### src/lswc_pkg.sv
// ----------------------------------------------------------------------------
// lswc_pkg
// Shared types and constants for the line segment window clipper.
// ----------------------------------------------------------------------------
package lswc_pkg;

  // Control that travels with every item down the pipeline.
  typedef struct packed {
    logic valid;
    logic reject;
  } lswc_ctrl_t;

  // Configuration register indexes.
  typedef enum logic [2:0] {
    REG_LEFT   = 3'd0,
    REG_RIGHT  = 3'd1,
    REG_BOTTOM = 3'd2,
    REG_TOP    = 3'd3
  } lswc_reg_t;

  localparam int NUM_EDGES = 4;

  // Endpoint lanes of the divider chain.
  localparam int LANE_START_X = 0;
  localparam int LANE_START_Y = 1;
  localparam int LANE_END_X   = 2;
  localparam int LANE_END_Y   = 3;
  localparam int NUM_LANES    = 4;

endpackage

### src/lswc_div_cell.sv
// ----------------------------------------------------------------------------
// lswc_div_cell
// One restoring division step for the four endpoint lanes.
// ----------------------------------------------------------------------------
module lswc_div_cell import lswc_pkg::*; #(
  parameter int W  = 16,
  parameter int DW = 8
) (
  input  logic                          clk,
  input  logic                          rst_n,
  input  logic                          en,
  input  lswc_ctrl_t                    ctrl_i,
  input  logic [NUM_LANES-1:0][W:0]     rem_i,
  input  logic [NUM_LANES-1:0][W-1:0]   low_i,
  input  logic [NUM_LANES-1:0][W-1:0]   quo_i,
  input  logic [NUM_LANES-1:0][W:0]     den_i,
  input  logic [DW-1:0]                 data_i,
  output lswc_ctrl_t                    ctrl_o,
  output logic [NUM_LANES-1:0][W:0]     rem_o,
  output logic [NUM_LANES-1:0][W-1:0]   low_o,
  output logic [NUM_LANES-1:0][W-1:0]   quo_o,
  output logic [NUM_LANES-1:0][W:0]     den_o,
  output logic [DW-1:0]                 data_o
);

  logic [NUM_LANES-1:0][W:0]   rem_c;
  logic [NUM_LANES-1:0][W-1:0] low_c, quo_c;

  always_comb begin
    logic [W+1:0] t;
    logic [W+1:0] diff;
    for (int j = 0; j < NUM_LANES; j++) begin
      t    = {rem_i[j], low_i[j][W-1]};
      diff = t - {1'b0, den_i[j]};
      // The remainder stays below the divisor, so it fits in W+1 bits.
      if (t >= {1'b0, den_i[j]}) begin
        rem_c[j] = diff[W:0];
        quo_c[j] = {quo_i[j][W-2:0], 1'b1};
      end else begin
        rem_c[j] = t[W:0];
        quo_c[j] = {quo_i[j][W-2:0], 1'b0};
      end
      low_c[j] = {low_i[j][W-2:0], 1'b0};
    end
  end

  lswc_ctrl_t                  ctrl_r;
  logic [NUM_LANES-1:0][W:0]   rem_r, den_r;
  logic [NUM_LANES-1:0][W-1:0] low_r, quo_r;
  logic [DW-1:0]               data_r;

  always_ff @(posedge clk) begin
    if (!rst_n) begin
      ctrl_r <= '0;
    end else if (en) begin
      ctrl_r <= ctrl_i;
    end
  end

  always_ff @(posedge clk) begin
    if (en) begin
      rem_r  <= rem_c;
      low_r  <= low_c;
      quo_r  <= quo_c;
      den_r  <= den_i;
      data_r <= data_i;
    end
  end

  assign ctrl_o = ctrl_r;
  assign rem_o  = rem_r;
  assign low_o  = low_r;
  assign quo_o  = quo_r;
  assign den_o  = den_r;
  assign data_o = data_r;

endmodule

### config.mk
export PLATFORM = sky130hd
export DESIGN_NAME = lswc_div_cell
export DESIGN_NICKNAME = d
export VERILOG_FILES = /design/src/lswc_pkg.sv /design/src/lswc_div_cell.sv
export SDC_FILE = /design/constraint.sdc
export NUM_CORES = 1
export LEC_CHECK = 0
export BUFFER_PORTS_ARGS = -buffer_cell sky130_fd_sc_hd__buf_4
export CORE_AREA = 5 5 211 213
export CTS_BUF_LIST = sky130_fd_sc_hd__clkbuf_4 sky130_fd_sc_hd__clkbuf_8 sky130_fd_sc_hd__clkbuf_16
export DETAILED_ROUTE_END_ITERATION = 8
export DIE_AREA = 0 0 216 218
export PLACE_DENSITY = 0.56
export SLEW_MARGIN = 10
export SYNTH_ARGS = -nofsm -noshare
export SYNTH_HDL_FRONTEND = slang
export SYNTH_SLANG_ARGS = --single-unit
### constraint.sdc
create_clock -name clk -period 3.82 [get_ports clk]
set_input_delay 0.955 -clock clk [delete_from_list [all_inputs] [get_ports clk]]
set_output_delay 0.955 -clock clk [all_outputs]
set_load 0.03 [all_outputs]
Word level (Yosys, flattened, before mapping)
Index checks and enable logic that the tools add are counted.

word-level totals
  input bits = 277
  word-level logic and storage cells = 35
  output and inout port bits = 274
  bits in registers = 270

operators by class
  muxes and demuxes = 8
  order comparisons = 4
  add/sub/neg operators = 4

operator list
  kind            count
  $ge 18x17->1    4
  $mux 17         4
  $sub 17x17->17  4
  $mux 1          4

Logic depth before layout (Yosys ltp)
  depth after elaboration = 2
  mapped depth = 12
  gate-level depth less buffers = 11

Worst setup path after synthesis
No wires, ideal clock.

  path kind = input port to flip-flop
  start point = in low_i[47] (netlist bit)
  end point = reg rem_r (netlist bit rem_o[43]), data pin
  data required time = 3.560 ns
  stages = 12
  setup slack = 0.489 ns
  arrival = 3.071 ns
  setup time = 0.260 ns
  buffers on the path = 1
  path through = inv_1 > ha_1 > inv_1 > fa_1 > a21o_1 > nand4_1 > nand3b_1 > a41oi_2 > a211o_1 > nand3_2 > buf_6 > mux2_2

RTL lines
  item                  RTL line             RTL
  from (decl)           lswc_div_cell.sv:14  input logic [NUM_LANES-1:0][W-1:0] low_i,
  to (signal assigned)  lswc_div_cell.sv:62  rem_r <= rem_c;
  to (decl)             lswc_div_cell.sv:48  logic [NUM_LANES-1:0][W:0] rem_r, den_r;

==> impl_results.rst <==
.. list-table::
   :header-rows: 1

   * - Metric
     - Value
   * - Run status
     - complete, no violations
   * - Post-detailed-routing wire length
     - 40300 um
   * - Share of async-settable or async-resettable flops after synthesis
     - 0%
   * - First-pass GRT wire length
     - 58400 um
   * - Quantity of hold-fixing buffers added after cts
     - 0
   * - Max layer used
     - met4
   * - Insertion delay to the later sink of the worst-skew pair
     - 0.57 ns
   * - Predominant post-synthesis flop cell
     - edfxtp_1
   * - Share of the cycle needed by the critical path after routing
     - 79.1%
   * - PostCTS Resize Cnt
     - 0
   * - Cell at the root of the clock tree
     - clkbuf_16
   * - Final Hold Vio Count
     - 0
   * - Portion of the post-synthesis area used by sequential elements
     - 64.7%
   * - Critical path data arrival time
     - 3.33 ns
   * - Via count of the first global-routing pass
     - 9256
   * - Ports placed on the boundary
     - 551
   * - Die Outline Area
     - 47100 um2
   * - Fraction of power consumed by sequential logic
     - 42.4%
   * - Dpl ws
     - 0.194 ns
   * - DPL Wire Length
     - 32300 um
   * - Drt pass-1 iters
     - 4
   * - Part of the power in combinational logic
     - 25.5%
   * - Endpoint of the worst hold-timing path
     - ctrl_o[0]
   * - Number of rows in the core area
     - 76
   * - Launching element type of the critical path
     - input pin
   * - Top cells by area in the synthesized netlist
     - edfxtp_1 64%, ha_1 6.8%, mux2_2 3.6%
   * - Most used cells in the layout excluding fill and tap cells
     - 552 x buf_4, 268 x edfxtp_1, 87 x inv_1
   * - Int Power
     - 0.00613 W
   * - Transition time at the pin with the least slew margin
     - 0.672 ns
   * - CP Data Required Time
     - 4.13 ns
   * - TNS Setup
     - 0 ns
   * - Core ar.
     - 42500 um2
   * - Number of nets in the final layout
     - 1814
   * - Sinks on the clock net
     - 270
   * - Buffer levels on the longest clock path
     - 3
   * - Remaining DRCs
     - 0
   * - CTS tree
     - yes
   * - Die boundary height
     - 218 um
   * - Met3 routed wirelength
     - 2840 um
   * - Areal power density over the cells
     - 478 nW/um2
   * - Final instance area
     - 18300 um2
   * - Average vias per placed instance
     - 4.53
   * - Average size of a mapped cell
     - 14.0 um2
   * - Number of unique standard cell types used by synthesis
     - 66
   * - All-Layer GR Usage
     - 15.8%
   * - Final period demand of the worst path
     - 3.02 ns
   * - Wire length the detailed router placed on met1
     - 16600 um
   * - Relative slew slack
     - 55.2%
   * - Endpoint type of the worst setup path
     - register
   * - Non-filler instance count after layout
     - 2035
   * - Cell area after synthesis
     - 12500 um2
   * - Hold-critical path depth
     - 2
   * - Post-synth EDFFs
     - 268
   * - Clock power share
     - 32.1%
   * - Crit Path Category
     - input pin to register
   * - Total CTS buffers
     - 31
   * - Maximum number of pins on one net before global-route repair
     - 77
   * - Crit-path max FO
     - 18
   * - Number of post-CTS setup repair buffers
     - 0
   * - Detail Route Antenna Nets
     - 0
   * - Reg-to-reg critical path endpoint
     - ctrl_o[1]
   * - Signed area change from the synthesized netlist to the final layout
     - 46.2%
   * - Share of cells above drive strength 1
     - 44.8%
   * - Starting density of the core
     - 29.4%
   * - Post-DP Area
     - 17300 um2
   * - Worst reg2reg path depth
     - 2
   * - Die boundary width
     - 216 um
   * - Switching power of the nets
     - 0.00260 W
   * - Maximum capacitance violations
     - 0
   * - Number of pins exceeding their max-slew limit in the final report
     - 0
   * - Residual overflow from global routing
     - 0
   * - Type of the tightest min-delay check
     - register to register
   * - Fraction of synthesized cell area taken by the top area cell type
     - 64.4%
   * - Hold_sp
     - ctrl_o[0]
   * - Post-synthesis cell type with the largest combined area
     - edfxtp_1
   * - Average wire per standard cell
     - 19.8 um
   * - Clock Pin Slew Worst Setup and Hold Paths
     - 0.06 ns
   * - Number of antenna violations at the first check in global routing
     - 1
   * - Skew final
     - 0 ns
   * - Leakage power total
     - 7.98 nW
   * - Reg-to-reg critical path startpoint
     - ctrl_o[1]
   * - Maximum VDD drop
     - 0.326 mV
   * - #FFs+latches synth
     - 270
   * - Highest Clock Rate
     - 331 MHz
   * - Port Buf Inserts
     - 542
   * - Number of warning messages in the yosys log
     - 0
   * - Count of routing violations after the opening detailed-route iteration
     - 506
   * - Total placed cells including tap cells
     - 1978
   * - Total length of routed met2 wires
     - 20200 um
   * - Final worst slack
     - 0.800 ns
   * - Via count
     - 9227
   * - Placer congestion estimate
     - 0.855
   * - Most common cell after layout, fill and taps aside
     - buf_4
   * - Post-synthesis cell count
     - 892
   * - Unrepaired setup endpoints after global routing
     - no
   * - Switching power as a share of total power
     - 29.8%
   * - Final Setup Violations
     - 0
   * - # H-tree levels
     - 1
   * - Worst-case register-to-register setup slack
     - 3.22 ns
-- layout make-up --
type | instances | area, um2
multi-input cells | 517 | 3970
inverters | 87 | 327
clock inverters | 19 | 130
repair buffers | 558 | 4260
well taps | 546 | 683
fillers | 3988 | 24200
flip-flops and latches | 270 | 8090
clock buffers | 37 | 821
diodes | 1 | 2.50
-- kinds of logic (layout without fill, tap and decap cells) --
group / after synthesis / count (layout) / synth area share, %
other: 1 / 5 / 0.0300
AOI/OAI and AO/OA: 193 / 193 / 10.0
adders and majority gates: 72 / 72 / 7.45
xor gates and xnor gates: 51 / 51 / 3.57
and+or+nand+nor: 144 / 144 / 5.60
buffers and inverters: 108 / 701 / 3.65
muxes: 53 / 53 / 4.97
DFF: 270 / 270 / 64.7
-- synth_stat cells (2+ instances only) --
master / number
edfxtp_1: 268
inv_1: 87
ha_1: 68
a21oi_1: 67
nand2_1: 46
mux2_2: 40
nor2_1: 37
o21ai_0: 35
xnor2_1: 29
xor2_1: 22
a21o_1: 20
nand4_1: 14
clkbuf_1: 10
nor2b_1: 10
a211oi_1: 9
nand3_1: 9
a31oi_1: 8
mux2_4: 8
o21a_1: 8
o211ai_1: 7
and2_1: 6
o21bai_1: 6
mux2i_1: 5
o31ai_1: 5
and3_1: 4
buf_4: 4
fa_1: 4
buf_2: 3
nand2b_1: 3
nand3b_1: 3
o22ai_1: 3
or2_2: 3
a2111oi_0: 2
a211o_1: 2
buf_6: 2
dfxtp_1: 2
nor3_1: 2
o211a_1: 2
o21ai_1: 2
-- worst max path at each step --
stage                     cells after the start  slack [ns]       from         to
after detailed placement                     12        0.19  low_i[15]  rem_o[14]
after global placement                       12        0.21  low_i[15]   rem_o[8]
after floorplan                              12        0.49  low_i[47]  rem_o[43]
after CTS                                    12        0.81  low_i[15]  rem_o[13]
final                                        12        0.80  low_i[15]  rem_o[10]
after global routing                         10        0.65  den_i[26]  rem_o[26]
-- state kept, by name, summed over array words and instances, names as in the netlist --
register	cells
ctrl_o	2
data_o	8
den_o	68
low_o	60
quo_o	64
rem_o	68
-- critical path: stages --
cell       delay, ns
buf_4           0.11
inv_1           0.06
ha_1            0.17
inv_1           0.06
fa_1            0.40
a21oi_1         0.24
o211ai_1        0.16
a21oi_2         0.25
a2111oi_2       0.11
o2111ai_2       0.22
nand2_4         0.23
mux2_4          0.36
-- stage by stage --
| step | power (W) | utilization [%] | hold WS, ns |
|---|---|---|---|
| 2_1_floorplan | 0.00503 | - | 0.640 |
| 3_3_place_gp | 0.00599 | 40.8 | 0.503 |
| 3_5_place_dp | 0.00601 | 40.8 | 0.516 |
| 4_1_cts | 0.00886 | 43.0 | 0.515 |
| 5_1_grt | 0.00913 | 43.0 | 0.513 |
| 6_report | 0.00873 | 43.0 | 0.528 |
-- metal layers --
layer,vias up,GRT usage (%)
met3,37,4.11
met5,-,0
met2,311,27.9
li1,4469,-
met1,4410,19.7
met4,0,3.39
-- power groups by stage --
stage                     clock network, W  logic [W]  registers (W)
after floorplan                          0   0.000666        0.00436
after global placement                   0    0.00223        0.00376
after detailed placement                 0    0.00224        0.00376
after CTS                          0.00290    0.00225        0.00370
after global routing               0.00303    0.00237        0.00373
final                              0.00280    0.00222        0.00370
No activity file was read; power rests on OpenSTA's default activity.
