$ cat src/lswc_pkg.sv
// ----------------------------------------------------------------------------
// lswc_pkg
// Shared types and constants for the line segment window clipper.
// ----------------------------------------------------------------------------
package lswc_pkg;

  // Control that travels with every item down the pipeline.
  typedef struct packed {
    logic valid;
    logic reject;
  } lswc_ctrl_t;

  // Configuration register indexes.
  typedef enum logic [2:0] {
    REG_LEFT   = 3'd0,
    REG_RIGHT  = 3'd1,
    REG_BOTTOM = 3'd2,
    REG_TOP    = 3'd3
  } lswc_reg_t;

  localparam int NUM_EDGES = 4;

  // Endpoint lanes of the divider chain.
  localparam int LANE_START_X = 0;
  localparam int LANE_START_Y = 1;
  localparam int LANE_END_X   = 2;
  localparam int LANE_END_Y   = 3;
  localparam int NUM_LANES    = 4;

endpackage

$ cat src/lswc_edge_cell.sv
// ----------------------------------------------------------------------------
// lswc_edge_cell
// One window edge of the parametric clipper: narrows [u1,u2] or rejects.
// ----------------------------------------------------------------------------
module lswc_edge_cell import lswc_pkg::*; #(
  parameter int W    = 16,
  parameter int EDGE = 0,
  parameter int DW   = 8
) (
  input  logic                            clk,
  input  logic                            rst_n,
  input  logic                            en,
  input  lswc_ctrl_t                      ctrl_i,
  input  logic [NUM_EDGES-1:0][W:0]       p_i,
  input  logic [NUM_EDGES-1:0][W:0]       q_i,
  input  logic [W-1:0]                    u1n_i,
  input  logic [W-1:0]                    u1d_i,
  input  logic [W-1:0]                    u2n_i,
  input  logic [W-1:0]                    u2d_i,
  input  logic [DW-1:0]                   data_i,
  output lswc_ctrl_t                      ctrl_o,
  output logic [NUM_EDGES-1:0][W:0]       p_o,
  output logic [NUM_EDGES-1:0][W:0]       q_o,
  output logic [W-1:0]                    u1n_o,
  output logic [W-1:0]                    u1d_o,
  output logic [W-1:0]                    u2n_o,
  output logic [W-1:0]                    u2d_o,
  output logic [DW-1:0]                   data_o
);

  logic signed [W:0] p_s, q_s;
  logic [W:0]        p_abs, q_abs;
  logic              rneg_c;

  assign p_s    = $signed(p_i[EDGE]);
  assign q_s    = $signed(q_i[EDGE]);
  assign p_abs  = p_s[W] ? -p_s : p_s;
  assign q_abs  = q_s[W] ? -q_s : q_s;
  // The candidate fraction is q/p; it is negative when the signs differ and q is nonzero.
  assign rneg_c = p_s[W] ? (!q_s[W] && (q_s != '0)) : q_s[W];

  lswc_ctrl_t                  a_ctrl_r;
  logic [NUM_EDGES-1:0][W:0]   a_p_r, a_q_r;
  logic [DW-1:0]               a_data_r;
  logic [W-1:0]                a_u1n_r, a_u1d_r, a_u2n_r, a_u2d_r;
  logic                        a_pz_r, a_pneg_r, a_qneg_r, a_rneg_r;
  logic [W-1:0]                a_rmag_r, a_rden_r;
  logic [2*W-1:0]              a_pr1_r, a_pu1_r, a_pr2_r, a_pu2_r;

  always_ff @(posedge clk) begin
    if (!rst_n) begin
      a_ctrl_r <= '0;
    end else if (en) begin
      a_ctrl_r <= ctrl_i;
    end
  end

  always_ff @(posedge clk) begin
    if (en) begin
      a_p_r    <= p_i;
      a_q_r    <= q_i;
      a_data_r <= data_i;
      a_u1n_r  <= u1n_i;
      a_u1d_r  <= u1d_i;
      a_u2n_r  <= u2n_i;
      a_u2d_r  <= u2d_i;
      a_pz_r   <= (p_s == '0);
      a_pneg_r <= p_s[W];
      a_qneg_r <= q_s[W];
      a_rneg_r <= rneg_c;
      a_rmag_r <= q_abs[W-1:0];
      a_rden_r <= p_abs[W-1:0];
      a_pr1_r  <= q_abs[W-1:0] * u1d_i;
      a_pu1_r  <= u1n_i * p_abs[W-1:0];
      a_pr2_r  <= q_abs[W-1:0] * u2d_i;
      a_pu2_r  <= u2n_i * p_abs[W-1:0];
    end
  end

  // Both bounds are non-negative, so a negative candidate is below either.
  logic       gt1, lt1, gt2, lt2;
  logic       rej_c;
  logic [W-1:0] u1n_c, u1d_c, u2n_c, u2d_c;

  assign gt1 = !a_rneg_r && (a_pr1_r > a_pu1_r);
  assign lt1 = a_rneg_r || (a_pr1_r < a_pu1_r);
  assign gt2 = !a_rneg_r && (a_pr2_r > a_pu2_r);
  assign lt2 = a_rneg_r || (a_pr2_r < a_pu2_r);

  always_comb begin
    rej_c = a_ctrl_r.reject;
    u1n_c = a_u1n_r;
    u1d_c = a_u1d_r;
    u2n_c = a_u2n_r;
    u2d_c = a_u2d_r;
    if (!rej_c) begin
      if (a_pz_r) begin
        rej_c = a_qneg_r;
      end else if (a_pneg_r) begin
        if (gt2) begin
          rej_c = 1'b1;
        end else if (gt1) begin
          u1n_c = a_rmag_r;
          u1d_c = a_rden_r;
        end
      end else begin
        if (lt1) begin
          rej_c = 1'b1;
        end else if (lt2) begin
          u2n_c = a_rmag_r;
          u2d_c = a_rden_r;
        end
      end
    end
  end

  lswc_ctrl_t                  b_ctrl_r;
  logic [NUM_EDGES-1:0][W:0]   b_p_r, b_q_r;
  logic [DW-1:0]               b_data_r;
  logic [W-1:0]                b_u1n_r, b_u1d_r, b_u2n_r, b_u2d_r;

  always_ff @(posedge clk) begin
    if (!rst_n) begin
      b_ctrl_r <= '0;
    end else if (en) begin
      b_ctrl_r.valid  <= a_ctrl_r.valid;
      b_ctrl_r.reject <= rej_c;
    end
  end

  always_ff @(posedge clk) begin
    if (en) begin
      b_p_r    <= a_p_r;
      b_q_r    <= a_q_r;
      b_data_r <= a_data_r;
      b_u1n_r  <= u1n_c;
      b_u1d_r  <= u1d_c;
      b_u2n_r  <= u2n_c;
      b_u2d_r  <= u2d_c;
    end
  end

  assign ctrl_o = b_ctrl_r;
  assign p_o    = b_p_r;
  assign q_o    = b_q_r;
  assign data_o = b_data_r;
  assign u1n_o  = b_u1n_r;
  assign u1d_o  = b_u1d_r;
  assign u2n_o  = b_u2n_r;
  assign u2d_o  = b_u2d_r;

endmodule

$ cat config.mk
export PLATFORM = sky130hd
export DESIGN_NAME = lswc_edge_cell
export DESIGN_NICKNAME = d
export VERILOG_FILES = /design/src/lswc_pkg.sv /design/src/lswc_edge_cell.sv
export SDC_FILE = /design/constraint.sdc
export NUM_CORES = 2
export LEC_CHECK = 0
export ABC_AREA = 1
export BUFFER_PORTS_ARGS = -buffer_cell sky130_fd_sc_hd__buf_2
export CAP_MARGIN = 20
export CORE_ASPECT_RATIO = 1.1
export CORE_UTILIZATION = 50
export CTS_CLUSTER_DIAMETER = 30
export DETAILED_ROUTE_END_ITERATION = 8
export PLACE_DENSITY = 0.7
export SLEW_MARGIN = 40
export SYNTH_ARGS = -nofsm -noshare
export SYNTH_HDL_FRONTEND = slang
export SYNTH_SLANG_ARGS = --single-unit
$ cat constraint.sdc
create_clock -name clk -period 9.7 [get_ports clk]
set_input_delay 2.91 -clock clk [delete_from_list [all_inputs] [get_ports clk]]
set_output_delay 2.91 -clock clk [all_outputs]
set_load 0.01 [all_outputs]
; Yosys cells after proc, flatten, opt, wreduce, memory -nomap -nowiden
; Cells that the tools add are included.
[totals]
register_bits = 584
wordCells = 87
inputBits = 213
output_inout_bits = 210
[op_classes]
reduce_logical = 9
addsub = 2
mul = 4
n_lt_le_gt_ge = 4
mux = 28
[ops]
columns = op, count
row1 = 16-bit 2-to-1 mux, 22
row2 = 16-bit by 16-bit multiplier with 32-bit output, 4
row3 = 32-bit greater-than comparator, 2
row4 = 32-bit < comparator, 2
row5 = 16-bit negation, 2
row6 = 17-bit zero test, 1
row7 = 17-bit nonzero test, 1
row8 = 1-bit 2-to-1 mux, 6
row9 = 1-bit logical AND, 3
row10 = 1-bit zero test, 2
row11 = 1-bit logical OR, 2

; Longest topological paths before layout
[logic_depth]
depth_word = 7
depth_mapped = 39
mapped_depth_nobuf = 36

; Worst setup path after synthesis
; Ideal clock, no wire load.
[synth_timing]
path_type = input to register
from = in q_i[0] in the netlist's numbering
to = reg a_pr2_r[28] (data pin)
path_buffers = 3
required_time_ns = 9.448
stages = 34
setup_slack_ns = 0.418
arrival_time_ns = 9.030
setup_ns = 0.252
path_cell_list = buf_6 > clkbuf_1 > inv_1 > ha_1 > nand3_1 > nor3_2 > inv_2 > nor2_2 > nand2_1 > nand2_1 > or2_2 > nand2_1 > buf_2 > nand2_1 > fa_1 > fa_1 > inv_1 > fa_1 > inv_1 > fa_1 > inv_1 > fa_1 > fa_1 > ha_1 > a21o_1 > a21boi_0 > nand2_1 > nand2_1 > nand3_1 > a21o_1 > nand2_1 > nand2_1 > nand2_1 > nand2_1
[synth_via]
elab_chain_len = 3
[synth_lines]
columns = item, line_no
row1 = "start, declared", lswc_edge_cell.sv:15  ; input logic [NUM_EDGES-1:0][W:0] q_i,
row2 = 16-bit negation, lswc_edge_cell.sv:38  ; assign q_abs = q_s[W] ? -q_s : q_s;
row3 = 16-bit 2-to-1 mux, lswc_edge_cell.sv:38
row4 = named net q_abs[10], lswc_edge_cell.sv:32  ; logic [W:0] p_abs, q_abs;
row5 = 16-bit by 16-bit multiplier with 32-bit output, lswc_edge_cell.sv:75  ; a_pr2_r <= q_abs[W-1:0] * u2d_i;
row6 = "end signal, assigned", lswc_edge_cell.sv:75
row7 = "end, declared", lswc_edge_cell.sv:48  ; logic [2*W-1:0] a_pr1_r, a_pu1_r, a_pr2_r, a_pu2_r;
; The timed path passes the listed nets, and every way through them passes these cells.
; A chain may end at the register's enable or synchronous reset.

; Worst setup path after layout
[layout_timing]
from = in p_i[0] in the netlist's numbering
to = reg a_pu1_r[31] (data pin)
[layout_via]
elab_chain_len = 3
[layout_lines]
columns = item, line_no
row1 = "start, declared", lswc_edge_cell.sv:14  ; input logic [NUM_EDGES-1:0][W:0] p_i,
row2 = 16-bit negation, lswc_edge_cell.sv:37  ; assign p_abs = p_s[W] ? -p_s : p_s;
row3 = 16-bit 2-to-1 mux *, lswc_edge_cell.sv:37
row4 = 16-bit by 16-bit multiplier with 32-bit output *, lswc_edge_cell.sv:74  ; a_pu1_r <= u1n_i * p_abs[W-1:0];
row5 = "end signal, assigned", lswc_edge_cell.sv:74
row6 = "end, declared", lswc_edge_cell.sv:48
; Mark *: on every way between the ends. The rest lies on a longest branch, timed or not.

==> metrics.yaml <==
grt_usage: 0.2955
syn_avg_cell_area_sq_um: 9.911
chipWidth_um: 317.2
cp_slowest_cell: "fa_1"
critPathKind: "in2reg"
die_height_um: 348.7
fin_util: 0.5836
cap_viol_max_count: 0
multi_input_area_sq_um: 31850
post-cts-setup-buffer-count: 0
max-clock-path-buffers: 3
cts_tree: "done"
drive_gt1_frac: 0.1311
cp-end-kind: "flip-flop"
synthMostInstantiatedCell: "inv_1"
synth_area_leaders: "edfxtp_1 32%, fa_1 28%, ha_1 11%"
die-area_sq_um: 110600
numCtsBuffers: 115
first_iter_violations: 3410
min_period_over_period: 0.9374
port_buffers: 422
grt_pass1_vias: 42155
num_vias: 40340
stdcell_count: 7521
layout_min_cycle_time_ps: 9092
seq_area_frac_synth: 0.3180
grt-ovfl-total: 0
hold_viol: 0
ys_ff_latch: 580
cts_resized: 0
setup_viol: 0
synth_flop_cell: "edfxtp_1"
crit_required_ps: 10210
worstPathMaxFanout: 9
synth_area_sq_um: 54650
dp.cells: 7298
rows: 126
finClkSkew_ps: 52.89
rsz0062_at_grt: "no"
core_area_sq_um: 107800
syn2layout_area_growth_pct: 15.15
clkLatencyLatePin_ps: 740
ios: 423
synthDistinctLibCells: 54
cpMostUsedCell: "inv_1"
fin_setup_tns_ps: 0
grt_max_degree: 172
fillers: 9187
ctsHoldBuffers: 0
drc_errors: 0
wire_per_inst_um: 21.16
finalNetCount: 7480
regArea_sq_um: 17380
synth_top_area_share: 0.3165
synth_edf_count: 576
ctsHtreeMaxLevel: 3
hp-class: "reg2reg"
max_slew_margin: 0.3864
initial_core_util: 0.5068
crit_arrival_ps: 9610
status: "complete, no violations"
max_freq_mhz: 110.0
syn-instance-count: 5514
worst_pin_slew_ps: 910.8
syn-num-nets: 6985
ant_nets: 0
drtPass1Iterations: 7
netlist_top_cells_count: "1217 x inv_1, 1016 x nand2_1, 776 x fa_1, 576 x edfxtp_1, 556 x nor2_1"
vias_per_cell: 5.364
antenna_found_initial: 8
place_congestion: 0.9707
cts_sinks: 580
max_stage_delay_ps: 530
yosys_warnings: 0
cp-start-kind: "input port"
maxSlewViolCount: 0
clock-root-buffer: "clkbuf_16"
finalWirelength_mm: 159.1
place_hpwl_mm: 125.9
async_reset_ff_frac: 0
path_clk_slew_ps: 60
yosys.area.top_type: "edfxtp_1"
grt_pass1_wl_mm: 244.4
-- through the flow --
step	worst slack, ps	hold slack [ps]	area [sq um]
floorplan	418.0	400.3	54650
global placement	24.07	400.2	58740
detailed placement	17.94	404.5	58750
CTS	778.5	370.4	62870
global route	252.6	375.4	62930
finish	607.7	382.8	62930
-- cell usage in the layout, fill, tap and decap left out, types with 13 or more instances in the layout --
master        n
inv_1      1217
bufinv_16    18
o21ai_0     143
a21oi_1     156
clkinv_2     14
nand4_1      27
clkinv_4     13
nor2_1      556
clkinv_1     28
fa_1        776
xor2_1       78
clkbuf_16   115
nand2_2      18
o21bai_1     17
nand2_1    1016
buf_4       103
edfxtp_1    576
ha_1        482
inv_6        19
xnor2_1      36
a21o_1       19
nand3_1      90
buf_2       421
nor3_1       23
-- state kept, by name, indices dropped and copies added (netlist names), 32 cells and up --
signal   cells
q_o         68
p_o         68
a_q_r       68
a_pr2_r     32
a_pu2_r     32
a_pu1_r     32
a_p_r       68
a_pr1_r     32
-- metal layers --
metal | global-route usage | part of all wire | up-vias
li1 | - | - | 17984
met1 | 0.3810 | 0.39 | 19948
met2 | 0.4767 | 0.46 | 1997
met3 | 0.06278 | 0.098 | 405
met4 | 0.1357 | 0.047 | 6
met5 | 0 | 0.00023 | -
-- critical path, delay by kind of cell --
kind,cells,cell delay [ps]
compound gates,2,550
xor+xnor,1,260
fa+ha+maj,8,3500
buf+inv,12,1090
simple gates,9,1260
-- worst paths after layout --
kind            endpoint  depth (start not counted)  slack, ps        start
max          a_pu1_r[31]                         32        610       p_i[0]
min               p_o[6]                          0        380     a_p_r[6]
max reg2reg     u1d_o[1]                         11       6070  a_pr1_r[31]
min reg2reg       p_o[6]                          0        380     a_p_r[6]
-- final cells by class --
| type | count | area share |
|---|---|---|
| Multi-Input combinational cell | 3528 | 0.5060 |
| Sequential cell | 580 | 0.2761 |
| Antenna cell | 3 | 0.0001193 |
| Inverter | 1247 | 0.07442 |
| Clock inverter | 92 | 0.01899 |
| Clock buffer | 126 | 0.04639 |
| Tap cell | 1408 | 0.02799 |
| Timing Repair Buffer | 537 | 0.04992 |
-- cell families (layout without fill, tap and decap cells) --
logic type	count (synthesis)	in the layout	share of synthesized area
AO/OA/AOI/OAI	378	378	0.03803
AND/OR/NAND/NOR	1777	1777	0.1313
other	0	3	0
flip-flops	580	580	0.3180
XOR/XNOR	115	115	0.01857
adder cells (fa/ha/maj)	1258	1258	0.3946
buffers and inverters	1406	2002	0.09950
Power is left out: the tool's default activity adds up to more than one toggle a clock period on the data nets, which glitch-free logic cannot reach.
